==> config.mk <==
export PLATFORM = sky130hd
export DESIGN_NAME = stepper_axis_homing_controller
export DESIGN_NICKNAME = d
export VERILOG_FILES = /design/src/hw/rtl/shac_pkg.sv /design/src/hw/rtl/stepper_axis_homing_controller.sv
export VERILOG_INCLUDE_DIRS = /design/src /design/src/hw/rtl
export SDC_FILE = /design/constraint.sdc
export NUM_CORES = 2
export LEC_CHECK = 0
export BUFFER_PORTS_ARGS = -buffer_cell sky130_fd_sc_hd__buf_2
export CORE_MARGIN = 5
export CORE_UTILIZATION = 54
export DETAILED_ROUTE_END_ITERATION = 8
export PLACE_DENSITY_LB_ADDON = 0.12
export REMOVE_ABC_BUFFERS = 1
export SLEW_MARGIN = 20
export SYNTH_ARGS = -nofsm -noshare
export SYNTH_HDL_FRONTEND = slang
export SYNTH_SLANG_ARGS = --single-unit
==> constraint.sdc <==
create_clock -name clk_i -period 19.8 [get_ports clk_i]
set_input_delay 1.98 -clock clk_i [delete_from_list [all_inputs] [get_ports clk_i]]
set_output_delay 1.98 -clock clk_i [all_outputs]
set_load 0.005 [all_outputs]
==> src/hw/rtl/assert_macros.svh <==
// Assertion macros used by the RTL of the axis controller.
`ifndef ASSERT_MACROS_SVH
`define ASSERT_MACROS_SVH

// Same-cycle implication, checked at every rising clock edge outside reset.
`define ASSERT_IMPLIES(name, ante, cons) \
  name: assert property (@(posedge clk_i) disable iff (!rst_ni) (ante) |-> (cons)) \
    else $error("same-cycle implication failed");

// Next-cycle implication, checked at every rising clock edge outside reset.
`define ASSERT_NEXT(name, ante, cons) \
  name: assert property (@(posedge clk_i) disable iff (!rst_ni) (ante) |=> (cons)) \
    else $error("next-cycle implication failed");

`endif

==> src/hw/rtl/shac_pkg.sv <==
// Package with the types, codes and widths of the stepper axis homing controller.
`default_nettype none

package shac_pkg;

  // Field and datapath widths.
  localparam int unsigned POS_BITS   = 32;
  localparam int unsigned FRAC_BITS  = 16;
  localparam int unsigned RATE_BITS  = 24;
  localparam int unsigned DT_BITS    = 16;
  localparam int unsigned STEP_BITS  = 16;
  localparam int unsigned PROD_BITS  = RATE_BITS + DT_BITS;
  localparam int unsigned TIME_BITS  = 32;
  localparam int unsigned SPAN_BITS  = 31;
  localparam int unsigned CFG_IDX_BITS  = 3;
  localparam int unsigned CFG_DATA_BITS = 32;

  // Operating modes.
  localparam logic [2:0] MODE_UNHOMED = 3'd0;
  localparam logic [2:0] MODE_HOMING  = 3'd1;
  localparam logic [2:0] MODE_RUN     = 3'd2;
  localparam logic [2:0] MODE_HOLD    = 3'd3;
  localparam logic [2:0] MODE_FAULT   = 3'd4;

  // Homing phases.
  localparam logic [1:0] PH_IDLE     = 2'd0;
  localparam logic [1:0] PH_SEEK_FWD = 2'd1;
  localparam logic [1:0] PH_SEEK_REV = 2'd2;
  localparam logic [1:0] PH_CENTER   = 2'd3;

  // Configuration register indexes.
  localparam logic [CFG_IDX_BITS-1:0] REG_MIN_TRAVEL   = 3'd0;
  localparam logic [CFG_IDX_BITS-1:0] REG_MAX_TRAVEL   = 3'd1;
  localparam logic [CFG_IDX_BITS-1:0] REG_RUN_RATE     = 3'd2;
  localparam logic [CFG_IDX_BITS-1:0] REG_HOMING_RATE  = 3'd3;
  localparam logic [CFG_IDX_BITS-1:0] REG_HOMING_TMO   = 3'd4;
  localparam logic [CFG_IDX_BITS-1:0] REG_MIN_SPAN     = 3'd5;

  // One control tick request.
  typedef struct packed {
    logic                        home_request;
    logic                        enable_request;
    logic                        fault_request;
    logic                        fwd_limit_pressed;
    logic                        rev_limit_pressed;
    logic signed [POS_BITS-1:0]  target_position;
    logic [DT_BITS-1:0]          elapsed_us;
  } shac_in_t;

  // One control tick result.
  typedef struct packed {
    logic [2:0]                  mode;
    logic                        is_homed;
    logic                        home_fail;
    logic signed [POS_BITS-1:0]  position;
    logic signed [POS_BITS-1:0]  target_out;
    logic                        motor_enable;
    logic                        moving;
    logic                        direction_forward;
    logic [STEP_BITS-1:0]        steps_issued;
    logic                        fwd_limit_echo;
    logic                        rev_limit_echo;
  } shac_out_t;

endpackage

`default_nettype wire

==> src/hw/rtl/stepper_axis_homing_controller.sv <==
// Stepper axis controller with limit-switch homing, run, hold and latched fault modes.
//
// Usage: every input request is one control tick carrying the commands, the two
// limit switches, a step target and the microseconds since the previous tick.
// Each tick produces exactly one result with the mode, position and the steps
// issued for that tick. Both data channels use valid/stall; a request moves at a
// clock edge where valid is high and stall is low. Registers are written over the
// cfg channel (index and data), which is always ready; the user must write them
// only while the block is idle, which the block itself does not enforce. The input
// register takes the tick and forms both rate-times-time products; the mode logic
// then runs on the registered tick and loads the result register. Throughput is one
// tick per cycle while the receiver does not stall, set by the single pass through
// the state update logic. When the receiver stalls, the result register holds; one
// more tick is still taken into the input register, after which in_stall_o rises.
// Reset clears all mode, position and homing state and all configuration registers
// to zero; the block accepts requests as soon as reset is released.
`default_nettype none

`include "assert_macros.svh"

module stepper_axis_homing_controller (
  input  wire logic                                   clk_i,
  input  wire logic                                   rst_ni,
  input  wire logic                                   in_valid_i,
  output      logic                                   in_stall_o,
  input  wire shac_pkg::shac_in_t                     in_item_i,
  output      logic                                   out_valid_o,
  input  wire logic                                   out_stall_i,
  output      shac_pkg::shac_out_t                    out_item_o,
  input  wire logic                                   cfg_valid_i,
  output      logic                                   cfg_ready_o,
  input  wire logic [shac_pkg::CFG_IDX_BITS-1:0]      cfg_index_i,
  input  wire logic [shac_pkg::CFG_DATA_BITS-1:0]     cfg_data_i
);
  import shac_pkg::*;

  typedef struct packed {
    logic [STEP_BITS-1:0] steps;
    logic [FRAC_BITS-1:0] frac;
  } budget_t;

  // Configuration registers.
  logic signed [POS_BITS-1:0]  min_travel_q, max_travel_q;
  logic [RATE_BITS-1:0]        run_rate_q, home_rate_q;
  logic [TIME_BITS-1:0]        timeout_q;
  logic [SPAN_BITS-1:0]        min_span_q;

  // Input stage.
  logic                        s1_valid_q, s1_valid_d;
  shac_in_t                    s1_item_q;
  logic [PROD_BITS-1:0]        prod_run_q, prod_home_q;
  logic                        in_accept, advance;

  // Output stage.
  logic                        out_valid_q, out_valid_d;
  shac_out_t                   out_q, out_d;

  // Axis state.
  logic [2:0]                  mode_q, mode_d;
  logic [1:0]                  phase_q, phase_d;
  logic                        homed_q, homed_d;
  logic                        fail_q, fail_d;
  logic                        prev_home_q, prev_home_d;
  logic [FRAC_BITS-1:0]        frac_q, frac_d;
  logic [TIME_BITS-1:0]        helapsed_q, helapsed_d;
  logic signed [POS_BITS-1:0]  pos_q, pos_d;
  logic signed [POS_BITS-1:0]  tgt_q, tgt_d;
  logic signed [POS_BITS-1:0]  fwd_hit_q, fwd_hit_d;
  logic signed [POS_BITS-1:0]  rev_hit_q, rev_hit_d;
  logic signed [POS_BITS-1:0]  center_q, center_d;

  // Working signals of the tick logic.
  logic signed [POS_BITS-1:0]  travel_lo, travel_hi, tgt_clamped, tgt_out;
  logic                        rise, motor, moving, dirf;
  logic [STEP_BITS-1:0]        count, step_n;
  budget_t                     bud;
  logic [TIME_BITS:0]          helapsed_sum;
  logic signed [POS_BITS:0]    diff, room, span;
  logic [POS_BITS:0]           abs_diff;

  // Fixed-point step budget; a zero product leaves the fraction alone.
  function automatic budget_t calc_budget(input logic [PROD_BITS-1:0] prod,
                                          input logic [FRAC_BITS-1:0] frac);
    logic [PROD_BITS:0]           total;
    logic [PROD_BITS-FRAC_BITS:0] whole;
    budget_t                      res;
    total = {1'b0, prod} + {{(PROD_BITS + 1 - FRAC_BITS){1'b0}}, frac};
    whole = total[PROD_BITS:FRAC_BITS];
    if (prod == '0) begin
      res.steps = '0;
      res.frac  = frac;
    end else begin
      res.steps = (|whole[PROD_BITS-FRAC_BITS:STEP_BITS]) ? {STEP_BITS{1'b1}}
                                                         : whole[STEP_BITS-1:0];
      res.frac  = total[FRAC_BITS-1:0];
    end
    return res;
  endfunction

  // Handshakes: the input register moves on whenever the output register is free.
  assign cfg_ready_o = 1'b1;
  assign advance     = s1_valid_q && (!out_valid_q || !out_stall_i);
  assign in_stall_o  = s1_valid_q && out_valid_q && out_stall_i;
  assign in_accept   = in_valid_i && !in_stall_o;
  assign s1_valid_d  = in_accept || (s1_valid_q && !advance);
  assign out_valid_d = advance || (out_valid_q && out_stall_i);
  assign out_valid_o = out_valid_q;
  assign out_item_o  = out_q;

  // Travel limits, swapped when they are entered in reverse, and the target clamped to them.
  always_comb begin
    if (min_travel_q > max_travel_q) begin
      travel_lo = max_travel_q;
      travel_hi = min_travel_q;
    end else begin
      travel_lo = min_travel_q;
      travel_hi = max_travel_q;
    end
    if (s1_item_q.target_position < travel_lo) begin
      tgt_clamped = travel_lo;
    end else if (s1_item_q.target_position > travel_hi) begin
      tgt_clamped = travel_hi;
    end else begin
      tgt_clamped = s1_item_q.target_position;
    end
  end

  // Tick logic: mode changes, homing sequence and run motion for one request.
  always_comb begin
    mode_d       = mode_q;
    phase_d      = phase_q;
    homed_d      = homed_q;
    fail_d       = fail_q;
    frac_d       = frac_q;
    helapsed_d   = helapsed_q;
    pos_d        = pos_q;
    tgt_d        = tgt_q;
    fwd_hit_d    = fwd_hit_q;
    rev_hit_d    = rev_hit_q;
    center_d     = center_q;
    motor        = 1'b0;
    moving       = 1'b0;
    dirf         = 1'b0;
    count        = '0;
    bud          = '0;
    step_n       = '0;
    helapsed_sum = '0;
    diff         = '0;
    room         = '0;
    span         = '0;
    abs_diff     = '0;
    tgt_out      = tgt_clamped;

    prev_home_d = s1_item_q.home_request;
    rise        = s1_item_q.home_request && !prev_home_q;
    if (s1_item_q.fault_request) begin
      mode_d = MODE_FAULT;
    end

    if (mode_d != MODE_FAULT) begin
      // A rising home command restarts homing from the current position.
      if (rise) begin
        mode_d     = MODE_HOMING;
        phase_d    = PH_SEEK_FWD;
        helapsed_d = '0;
        frac_d     = '0;
        homed_d    = 1'b0;
        fail_d     = 1'b0;
        fwd_hit_d  = pos_q;
        rev_hit_d  = pos_q;
        center_d   = pos_q;
      end

      // Run and hold follow the enable command once homed.
      case (mode_d)
        MODE_UNHOMED: begin
          if (s1_item_q.enable_request && homed_d) mode_d = MODE_RUN;
        end
        MODE_RUN: begin
          if (!s1_item_q.enable_request) mode_d = MODE_HOLD;
        end
        MODE_HOLD: begin
          if (s1_item_q.enable_request && homed_d) mode_d = MODE_RUN;
        end
        default: begin
        end
      endcase

      tgt_d = tgt_clamped;

      // Homing timer saturates and trips the timeout.
      if (mode_d == MODE_HOMING) begin
        helapsed_sum = {1'b0, helapsed_d} + {{(TIME_BITS + 1 - DT_BITS){1'b0}},
                                             s1_item_q.elapsed_us};
        helapsed_d   = helapsed_sum[TIME_BITS] ? {TIME_BITS{1'b1}}
                                               : helapsed_sum[TIME_BITS-1:0];
        if ((timeout_q != '0) && (helapsed_d > timeout_q)) begin
          fail_d  = 1'b1;
          homed_d = 1'b0;
          mode_d  = MODE_UNHOMED;
          phase_d = PH_IDLE;
        end
      end

      if (mode_d == MODE_HOMING) begin
        bud    = calc_budget(prod_home_q, frac_d);
        frac_d = bud.frac;
        motor  = 1'b1;
        case (phase_d)
          PH_SEEK_FWD: begin
            if (s1_item_q.fwd_limit_pressed) begin
              fwd_hit_d = pos_q;
              phase_d   = PH_SEEK_REV;
            end else if (bud.steps != '0) begin
              dirf   = 1'b1;
              count  = bud.steps;
              moving = 1'b1;
              pos_d  = pos_q + $signed({{(POS_BITS - STEP_BITS){1'b0}}, bud.steps});
            end
          end
          PH_SEEK_REV: begin
            if (s1_item_q.rev_limit_pressed) begin
              rev_hit_d = pos_q;
              span      = {fwd_hit_d[POS_BITS-1], fwd_hit_d} - {pos_q[POS_BITS-1], pos_q};
              if (span <= $signed({2'b00, min_span_q})) begin
                fail_d  = 1'b1;
                homed_d = 1'b0;
                mode_d  = MODE_UNHOMED;
                phase_d = PH_IDLE;
              end else begin
                // The span is positive here, so halving is a plain shift.
                center_d = pos_q + $signed(span[POS_BITS:1]);
                phase_d  = PH_CENTER;
              end
            end else if (bud.steps != '0) begin
              dirf   = 1'b0;
              count  = bud.steps;
              moving = 1'b1;
              pos_d  = pos_q - $signed({{(POS_BITS - STEP_BITS){1'b0}}, bud.steps});
            end
          end
          PH_CENTER: begin
            diff     = {center_d[POS_BITS-1], center_d} - {pos_q[POS_BITS-1], pos_q};
            abs_diff = diff[POS_BITS] ? (POS_BITS + 1)'(0) - diff : diff;
            if (diff == '0) begin
              pos_d   = '0;
              tgt_d   = '0;
              homed_d = 1'b1;
              phase_d = PH_IDLE;
              mode_d  = s1_item_q.enable_request ? MODE_RUN : MODE_HOLD;
            end else if (bud.steps != '0) begin
              step_n = ({{(POS_BITS + 1 - STEP_BITS){1'b0}}, bud.steps} > abs_diff)
                       ? abs_diff[STEP_BITS-1:0] : bud.steps;
              dirf   = !diff[POS_BITS];
              count  = step_n;
              moving = step_n != '0;
              if (dirf) begin
                pos_d = pos_q + $signed({{(POS_BITS - STEP_BITS){1'b0}}, step_n});
              end else begin
                pos_d = pos_q - $signed({{(POS_BITS - STEP_BITS){1'b0}}, step_n});
              end
            end
          end
          default: begin
          end
        endcase
      end else if (mode_d == MODE_RUN) begin
        // Step toward the target unless the switch ahead is pressed.
        diff     = {tgt_d[POS_BITS-1], tgt_d} - {pos_q[POS_BITS-1], pos_q};
        abs_diff = diff[POS_BITS] ? (POS_BITS + 1)'(0) - diff : diff;
        motor    = 1'b1;
        if (diff != '0) begin
          if (!((!diff[POS_BITS] && s1_item_q.fwd_limit_pressed) ||
                (diff[POS_BITS] && s1_item_q.rev_limit_pressed))) begin
            bud    = calc_budget(prod_run_q, frac_d);
            frac_d = bud.frac;
            if (bud.steps != '0) begin
              step_n = ({{(POS_BITS + 1 - STEP_BITS){1'b0}}, bud.steps} > abs_diff)
                       ? abs_diff[STEP_BITS-1:0] : bud.steps;
              if (!diff[POS_BITS]) begin
                room = {travel_hi[POS_BITS-1], travel_hi} - {pos_q[POS_BITS-1], pos_q};
              end else begin
                room = {pos_q[POS_BITS-1], pos_q} - {travel_lo[POS_BITS-1], travel_lo};
              end
              if (room[POS_BITS] || (room == '0)) begin
                step_n = '0;
              end else if ({{(POS_BITS + 1 - STEP_BITS){1'b0}}, step_n} > room) begin
                step_n = room[STEP_BITS-1:0];
              end
              dirf   = !diff[POS_BITS];
              count  = step_n;
              moving = step_n != '0;
              if (dirf) begin
                pos_d = pos_q + $signed({{(POS_BITS - STEP_BITS){1'b0}}, step_n});
              end else begin
                pos_d = pos_q - $signed({{(POS_BITS - STEP_BITS){1'b0}}, step_n});
              end
            end
          end
        end
      end

      tgt_out = tgt_d;
      if (mode_d inside {MODE_UNHOMED, MODE_HOLD}) begin
        motor  = 1'b0;
        moving = 1'b0;
        count  = '0;
      end
    end
  end

  // Result assembly.
  always_comb begin
    out_d.mode              = mode_d;
    out_d.is_homed          = homed_d;
    out_d.home_fail         = fail_d;
    out_d.position          = pos_d;
    out_d.target_out        = tgt_out;
    out_d.motor_enable      = motor;
    out_d.moving            = moving;
    out_d.direction_forward = dirf;
    out_d.steps_issued      = count;
    out_d.fwd_limit_echo    = s1_item_q.fwd_limit_pressed;
    out_d.rev_limit_echo    = s1_item_q.rev_limit_pressed;
  end

  // Configuration register writes.
  always_ff @(posedge clk_i or negedge rst_ni) begin
    if (!rst_ni) begin
      min_travel_q <= '0;
      max_travel_q <= '0;
      run_rate_q   <= '0;
      home_rate_q  <= '0;
      timeout_q    <= '0;
      min_span_q   <= '0;
    end else if (cfg_valid_i) begin
      case (cfg_index_i)
        REG_MIN_TRAVEL:  min_travel_q <= $signed(cfg_data_i[POS_BITS-1:0]);
        REG_MAX_TRAVEL:  max_travel_q <= $signed(cfg_data_i[POS_BITS-1:0]);
        REG_RUN_RATE:    run_rate_q   <= cfg_data_i[RATE_BITS-1:0];
        REG_HOMING_RATE: home_rate_q  <= cfg_data_i[RATE_BITS-1:0];
        REG_HOMING_TMO:  timeout_q    <= cfg_data_i[TIME_BITS-1:0];
        REG_MIN_SPAN:    min_span_q   <= cfg_data_i[SPAN_BITS-1:0];
        default: begin
        end
      endcase
    end
  end

  // Pipeline valid flags.
  always_ff @(posedge clk_i or negedge rst_ni) begin
    if (!rst_ni) begin
      s1_valid_q  <= 1'b0;
      out_valid_q <= 1'b0;
    end else begin
      s1_valid_q  <= s1_valid_d;
      out_valid_q <= out_valid_d;
    end
  end

  // Input register with both rate products formed on the way in.
  always_ff @(posedge clk_i) begin
    if (in_accept) begin
      s1_item_q   <= in_item_i;
      prod_run_q  <= {{DT_BITS{1'b0}}, run_rate_q} *
                     {{RATE_BITS{1'b0}}, in_item_i.elapsed_us};
      prod_home_q <= {{DT_BITS{1'b0}}, home_rate_q} *
                     {{RATE_BITS{1'b0}}, in_item_i.elapsed_us};
    end
  end

  // Result register.
  always_ff @(posedge clk_i) begin
    if (advance) begin
      out_q <= out_d;
    end
  end

  // Axis state, updated once per processed tick.
  always_ff @(posedge clk_i or negedge rst_ni) begin
    if (!rst_ni) begin
      mode_q      <= MODE_UNHOMED;
      phase_q     <= PH_IDLE;
      homed_q     <= 1'b0;
      fail_q      <= 1'b0;
      prev_home_q <= 1'b0;
      frac_q      <= '0;
      helapsed_q  <= '0;
      pos_q       <= '0;
      tgt_q       <= '0;
      fwd_hit_q   <= '0;
      rev_hit_q   <= '0;
      center_q    <= '0;
    end else if (advance) begin
      mode_q      <= mode_d;
      phase_q     <= phase_d;
      homed_q     <= homed_d;
      fail_q      <= fail_d;
      prev_home_q <= prev_home_d;
      frac_q      <= frac_d;
      helapsed_q  <= helapsed_d;
      pos_q       <= pos_d;
      tgt_q       <= tgt_d;
      fwd_hit_q   <= fwd_hit_d;
      rev_hit_q   <= rev_hit_d;
      center_q    <= center_d;
    end
  end

  // Fault latches until reset.
  `ASSERT_NEXT(a_fault_sticky, mode_q == MODE_FAULT, mode_q == MODE_FAULT)
  // Homing always runs in a real phase and never with the homed flag set.
  `ASSERT_IMPLIES(a_homing_phase, mode_q == MODE_HOMING, (phase_q != PH_IDLE) && !homed_q)
  // A live homing phase exists only while homing or frozen by a fault.
  `ASSERT_IMPLIES(a_phase_mode, phase_q != PH_IDLE,
                  (mode_q == MODE_HOMING) || (mode_q == MODE_FAULT))
  // A processed tick always leaves a result in the output register.
  `ASSERT_NEXT(a_advance_result, advance, out_valid_q)

endmodule

`default_nettype wire

Word-level counts from Yosys, hierarchy flattened
Cells that the tools add are included.
{"block": "word_totals", "out_inout_bits": 93, "input_bits": 93, "regBits": 552}
{"block": "classes", "reduce_logical": 48, "eq_ne": 15, "n_mul": 2, "magnitude_cmp": 8, "mux": 152, "addsub": 17, "bitwise": 1}
{"operator": "$mux 32", "count": 46}
{"operator": "$mux 16", "count": 28}
{"operator": "$mux 33", "count": 9}
{"operator": "$sub 32x32->33", "count": 5}
{"operator": "$gt 16x33->1", "count": 3}
{"operator": "$add 32x17->32", "count": 3}
{"operator": "$gt 32x32->1", "count": 3}
{"operator": "$pmux 32 s3", "count": 1}
{"operator": "$sub 32x17->32", "count": 3}
{"operator": "$add 40x16->41", "count": 2}
{"operator": "$logic_not 40->1", "count": 2}
{"operator": "$mul 24x16->40", "count": 2}
{"operator": "$logic_not 33->1", "count": 2}
{"operator": "$sub 1x33->33 const A", "count": 2}
{"operator": "$reduce_bool 16->1", "count": 4}
{"operator": "$pmux 16 s3", "count": 1}
{"operator": "$mux 3", "count": 15}
{"operator": "$mux 1", "count": 37}
{"operator": "$add 32x16->33", "count": 1}
{"operator": "$le 33x32->1", "count": 1}
{"operator": "$reduce_bool 33->1", "count": 1}
{"operator": "$add 32x32->32", "count": 1}
{"operator": "$lt 32x32->1", "count": 1}
{"operator": "$reduce_bool 32->1", "count": 1}
{"operator": "20 further kinds", "count": 69}

Depth between registers and ports, before layout
{"block": "logic_depth", "word_depth": 39, "depth_mapped": 101, "depth_no_buf": 94}

Worst setup path before layout
Ideal clock, no wire load.
{"block": "synth_timing", "path_type": "register to register", "startpoint": "reg min_travel_q[1]", "endpoint": "reg out_q (netlist bit out_item_o[81]) (data pin)", "setup_time_ns": 0.146, "period_less_slack_ns": 18.109, "arrival_ns": 17.963, "setup_slack_ns": 1.691, "path_buffers": 8, "t_required_ns": 19.654, "stages_incl_launch_ff": 93, "cell_sequence": "dfrtp_1 -> ha_1 -> nor2b_1 -> o21a_1 -> o21a_1 -> o21a_1 -> o21a_1 -> o21a_1 -> o21a_1 -> o21a_1 -> o21ai_0 -> a21o_1 -> and3_1 -> clkbuf_1 -> clkbuf_1 -> clkbuf_1 -> mux2i_1 -> ha_1 -> (+57 left out) -> fa_1 -> a21o_1 -> a21oi_1 -> o21bai_1 -> a21oi_1 -> o21bai_1 -> a41oi_1 -> a21oi_1 -> a211oi_1 -> o31ai_1 -> a21oi_1 -> nor2b_1 -> o41ai_1 -> o21a_1 -> xnor2_1 -> nor2_1 -> or3_1 -> a21oi_1"}
{"item": "start, declared", "line": "stepper_axis_homing_controller.sv:43", "text": "logic signed [POS_BITS-1:0] min_travel_q, max_travel_q;"}
{"item": "start signal, assigned", "line": "stepper_axis_homing_controller.sv:338", "text": "REG_MIN_TRAVEL: min_travel_q <= $signed(cfg_data_i[POS_BITS-1:0]);"}
{"item": "end signal, assigned", "line": "stepper_axis_homing_controller.sv:375", "text": "out_q <= out_d;"}
{"item": "end, declared", "line": "stepper_axis_homing_controller.sv:56", "text": "shac_out_t out_q, out_d;"}

Worst setup path in the final report
{"block": "layout_timing", "startpoint": "reg min_travel_q[1]", "endpoint": "reg pos_q[28]"}
{"block": "layout_between", "elab_chain_cells": 30, "elab_cells_between_ends": 46, "cone_classes": "6 x add/sub; 5 x order compare; 28 x mux; 7 x reduce/logical"}
{"item": "branches (longest 26 deep; another with $sub 32x32->33)"}
{"item": "$mux 32 *", "line": "stepper_axis_homing_controller.sv:272", "text": "if (diff != '0) begin"}
{"item": "$mux 32 *", "line": "stepper_axis_homing_controller.sv:267", "text": "end else if (mode_d == MODE_RUN) begin"}
{"item": "$mux 32 *", "line": "stepper_axis_homing_controller.sv:205", "text": "if (mode_d == MODE_HOMING) begin"}
{"item": "$mux 32 *", "line": "stepper_axis_homing_controller.sv:160", "text": "if (mode_d != MODE_FAULT) begin"}
{"item": "end signal, assigned", "line": "stepper_axis_homing_controller.sv:402", "text": "pos_q <= pos_d;"}
{"item": "end, declared", "line": "stepper_axis_homing_controller.sv:66", "text": "logic signed [POS_BITS-1:0] pos_q, pos_d;"}
Mark *: on every way between the ends. The select of a mux whose other input is x is not followed.
A chain may end at the register's enable or synchronous reset.

==> results.ini <==
[synthesis]
avgSynthCellArea_um2 = 8.50
yosysTopAreaCell = fa_1
synth_cells = 8939
synth_cell_type_count = 107
netlist.area_leader.share_pct = 16.5
yosysWarnings = 0
synth_area_leaders = fa_1 (16%), ha_1 (13%), dfrtp_1 (11%)
netlist_area_um2 = 75900
synth_edf_count = 223
async_flop_share_pct = 59.6
ys_seq_area_share_pct = 19.7
synth_ff_type = dfrtp_1
ys_ff_latch = 552
synthTopCellsByCount = nand2_1 (1232), inv_1 (975), ha_1 (769), fa_1 (625), o21ai_0 (508)
yosysMostFrequentCell = nand2_1

[cts]
cts_sinks = 552
ctsLongestPathBuffers = 3
cts_buffers = 70
clockRootBuffer = clkbuf_16
clkSlewWorstSetupHoldPaths_ns = 0.06
clock_latency_ns = 0.71
cts_hold_buffers = 0
cts_tree = yes
cts_htree_levels = 3

[worst_hold_path]
min_path_type = flip-flop to flip-flop

[place]
portBuffers = 184
place_congestion = 0.996
post-dp-hpwl_um = 213000

[floorplanning]
die_w_um = 385
die_y_um = 385
ioPinCount = 186
initial_core_util_pct = 54.4
rows = 137
core_area_um2 = 140000
die-area_um2 = 148000

[routing]
num_vias = 68400
drt-vias-per-instance = 6.26
dr.first_iter.drc_count = 6377
drc = 0
postRouteWirelength_um = 274000
routedWlPerCell_um = 25.0
final_antenna_net_count = 0
firstDrtPassIters = 8

[final_layout]
regArea_um2 = 14900
finalNetCount = 10500
multiInputGateArea_um2 = 56300
nFillCells = 12700
syn_to_final_growth_pct = 7.50
drive_gt1_share_pct = 8.59

[global_routing]
antenna_found_initial = 21
grt_max_degree = 97
grt_util_all_layers_pct = 36.3
grt_pass1_vias = 66700
overflow = 0
grt_pass1_wl_um = 410000

[timing]
tightest_slew_ns = 1.09
fin_crit_sh_pct = 93.0
rsz0062_at_grt = no
drv_slew = 0
setup-violations-final = 0
finalHoldViolations = 0
final.min_clock_period_ns = 18.42
max_freq_mhz = 54.3
clock_skew_ns = 0.0436
slew_headroom_pct = 26.1
finalHoldWorstSlack_ns = 0.469

[setup_path]
startpoint_type = flip-flop
required_ns = 20.40
crit_slowest_cell = a2111oi_4
slowest_delay_ns = 0.52
cpMostUsedCell = o21a_1
crit_type = flip-flop to flip-flop
arrival_ns = 19.02
cp-end-kind = flip-flop
cp_max_fo = 62

[outcome]
status = finished, final reports clean

[job]
maxCapViolations = 0

==> state kept, by name (all words and copies together), names as in the netlist, 2 cells and up <==
signal,cells
phase_q,2
max_travel_q,32
fwd_hit_q,32
run_rate_q,24
center_q,32
prod_run_q,40
home_rate_q,24
prod_home_q,40
out_d,2
s1_item_q,50
min_span_q,31
out_item_o,90
pos_q,32
frac_q,16
timeout_q,32
helapsed_q,32
mode_q,3
min_travel_q,32
==> logic make-up (layout without fill, tap and decap cells) <==
logic type,Yosys count,after routing,share of synthesized area [%]
and+or+nand+nor,2971,2971,18.6
adders and majority gates,1394,1394,29.1
muxes,311,311,4.44
xor gates and xnor gates,390,390,4.50
DFF,552,552,19.7
other,1,8,0.00494
AOI/OAI and AO/OA,1980,1980,17.0
buffers and inverters,1340,1451,6.68
==> area by class of cell <==
type                       instances  share of cell area, %
sequential                       552                   18.3
clock buffer                      95                   2.35
antenna                            7                 0.0215
clock inverter                    34                  0.385
inverter                         975                   4.49
multi-input combinational       7047                   68.9
timing repair buffer             347                   2.70
tap                             1876                   2.88
==> what timing repair did <==
item / 4_1_cts / 5_1_grt
resized for setup: 0 / 34
setup endpoints to repair: 0 / 22
buffers inserted: 0 / 1
==> worst paths after layout <==
path | slack (ns) | cells past startpoint | endpoint | startpoint
setup / recovery | 1.38 | 88 | pos_q[28] | min_travel_q[1]
hold / removal | 0.47 | 2 | frac_q[6] | frac_q[6]
setup reg to reg | 1.38 | 88 | pos_q[28] | min_travel_q[1]
hold reg to reg | 0.47 | 2 | frac_q[6] | frac_q[6]
max in group asynchronous | 16.26 | 4 | timeout_q[2] | rst_ni
min in group asynchronous | 1.32 | 1 | pos_q[27] | rst_ni
==> layout by cell type, fill, tap and decap left out, drive strengths merged, types with 77 or more instances in the layout <==
master and instances:
nand3 144, fa 625, nor3 139, o21ai 518, inv 982, buf 347, and2 363, o21a 114
clkbuf 95, nor2b 85, mux2i 107, mux2 204, a21o 177, ha 769, edfxtp 223, nand2b 77
xnor2 252, xor2 138, nor2 508, dfrtp 329, nand2 1232, a21oi 478, nand4 108
==> per-layer routing <==
| layer | vias to the layer above | track usage (%) | wire, µm |
|---|---|---|---|
| met5 | - | 0 | 17 |
| met4 | 4 | 20.9 | 18500 |
| met3 | 726 | 5.21 | 22200 |
| met2 | 3095 | 59.2 | 126000 |
| met1 | 33600 | 46.4 | 107000 |
| li1 | 31000 | - | - |
==> worst max-delay path: cells and delay by family, from the launching register on <==
family / cells / cell delay (ns)
flip-flops: 1 / 0.41
AND/OR/NAND/NOR: 17 / 2.44
AO/OA/AOI/OAI: 51 / 10.38
XOR/XNOR: 4 / 0.85
multiplexers: 3 / 0.64
buffers and inverters: 6 / 1.17
adder cells (fa/ha/maj): 7 / 2.39
==> through the flow <==
step,TNS [ns],cells,cell area (µm²),util [%],setup WS (ns)
3_3_place_gp,0,10800,79200,56.7,0.878
3_5_place_dp,0,10800,79200,56.7,0.605
5_1_grt,0,10900,81600,58.4,0.00870
2_1_floorplan,-87.54,8574,74500,-,-2.63
4_1_cts,0,10900,81500,58.3,0.464
6_report,0,10900,81600,58.4,1.38
Power is left out: the tool's default activity adds up to more than one toggle a clock period on the data nets, which glitch-free logic cannot reach.
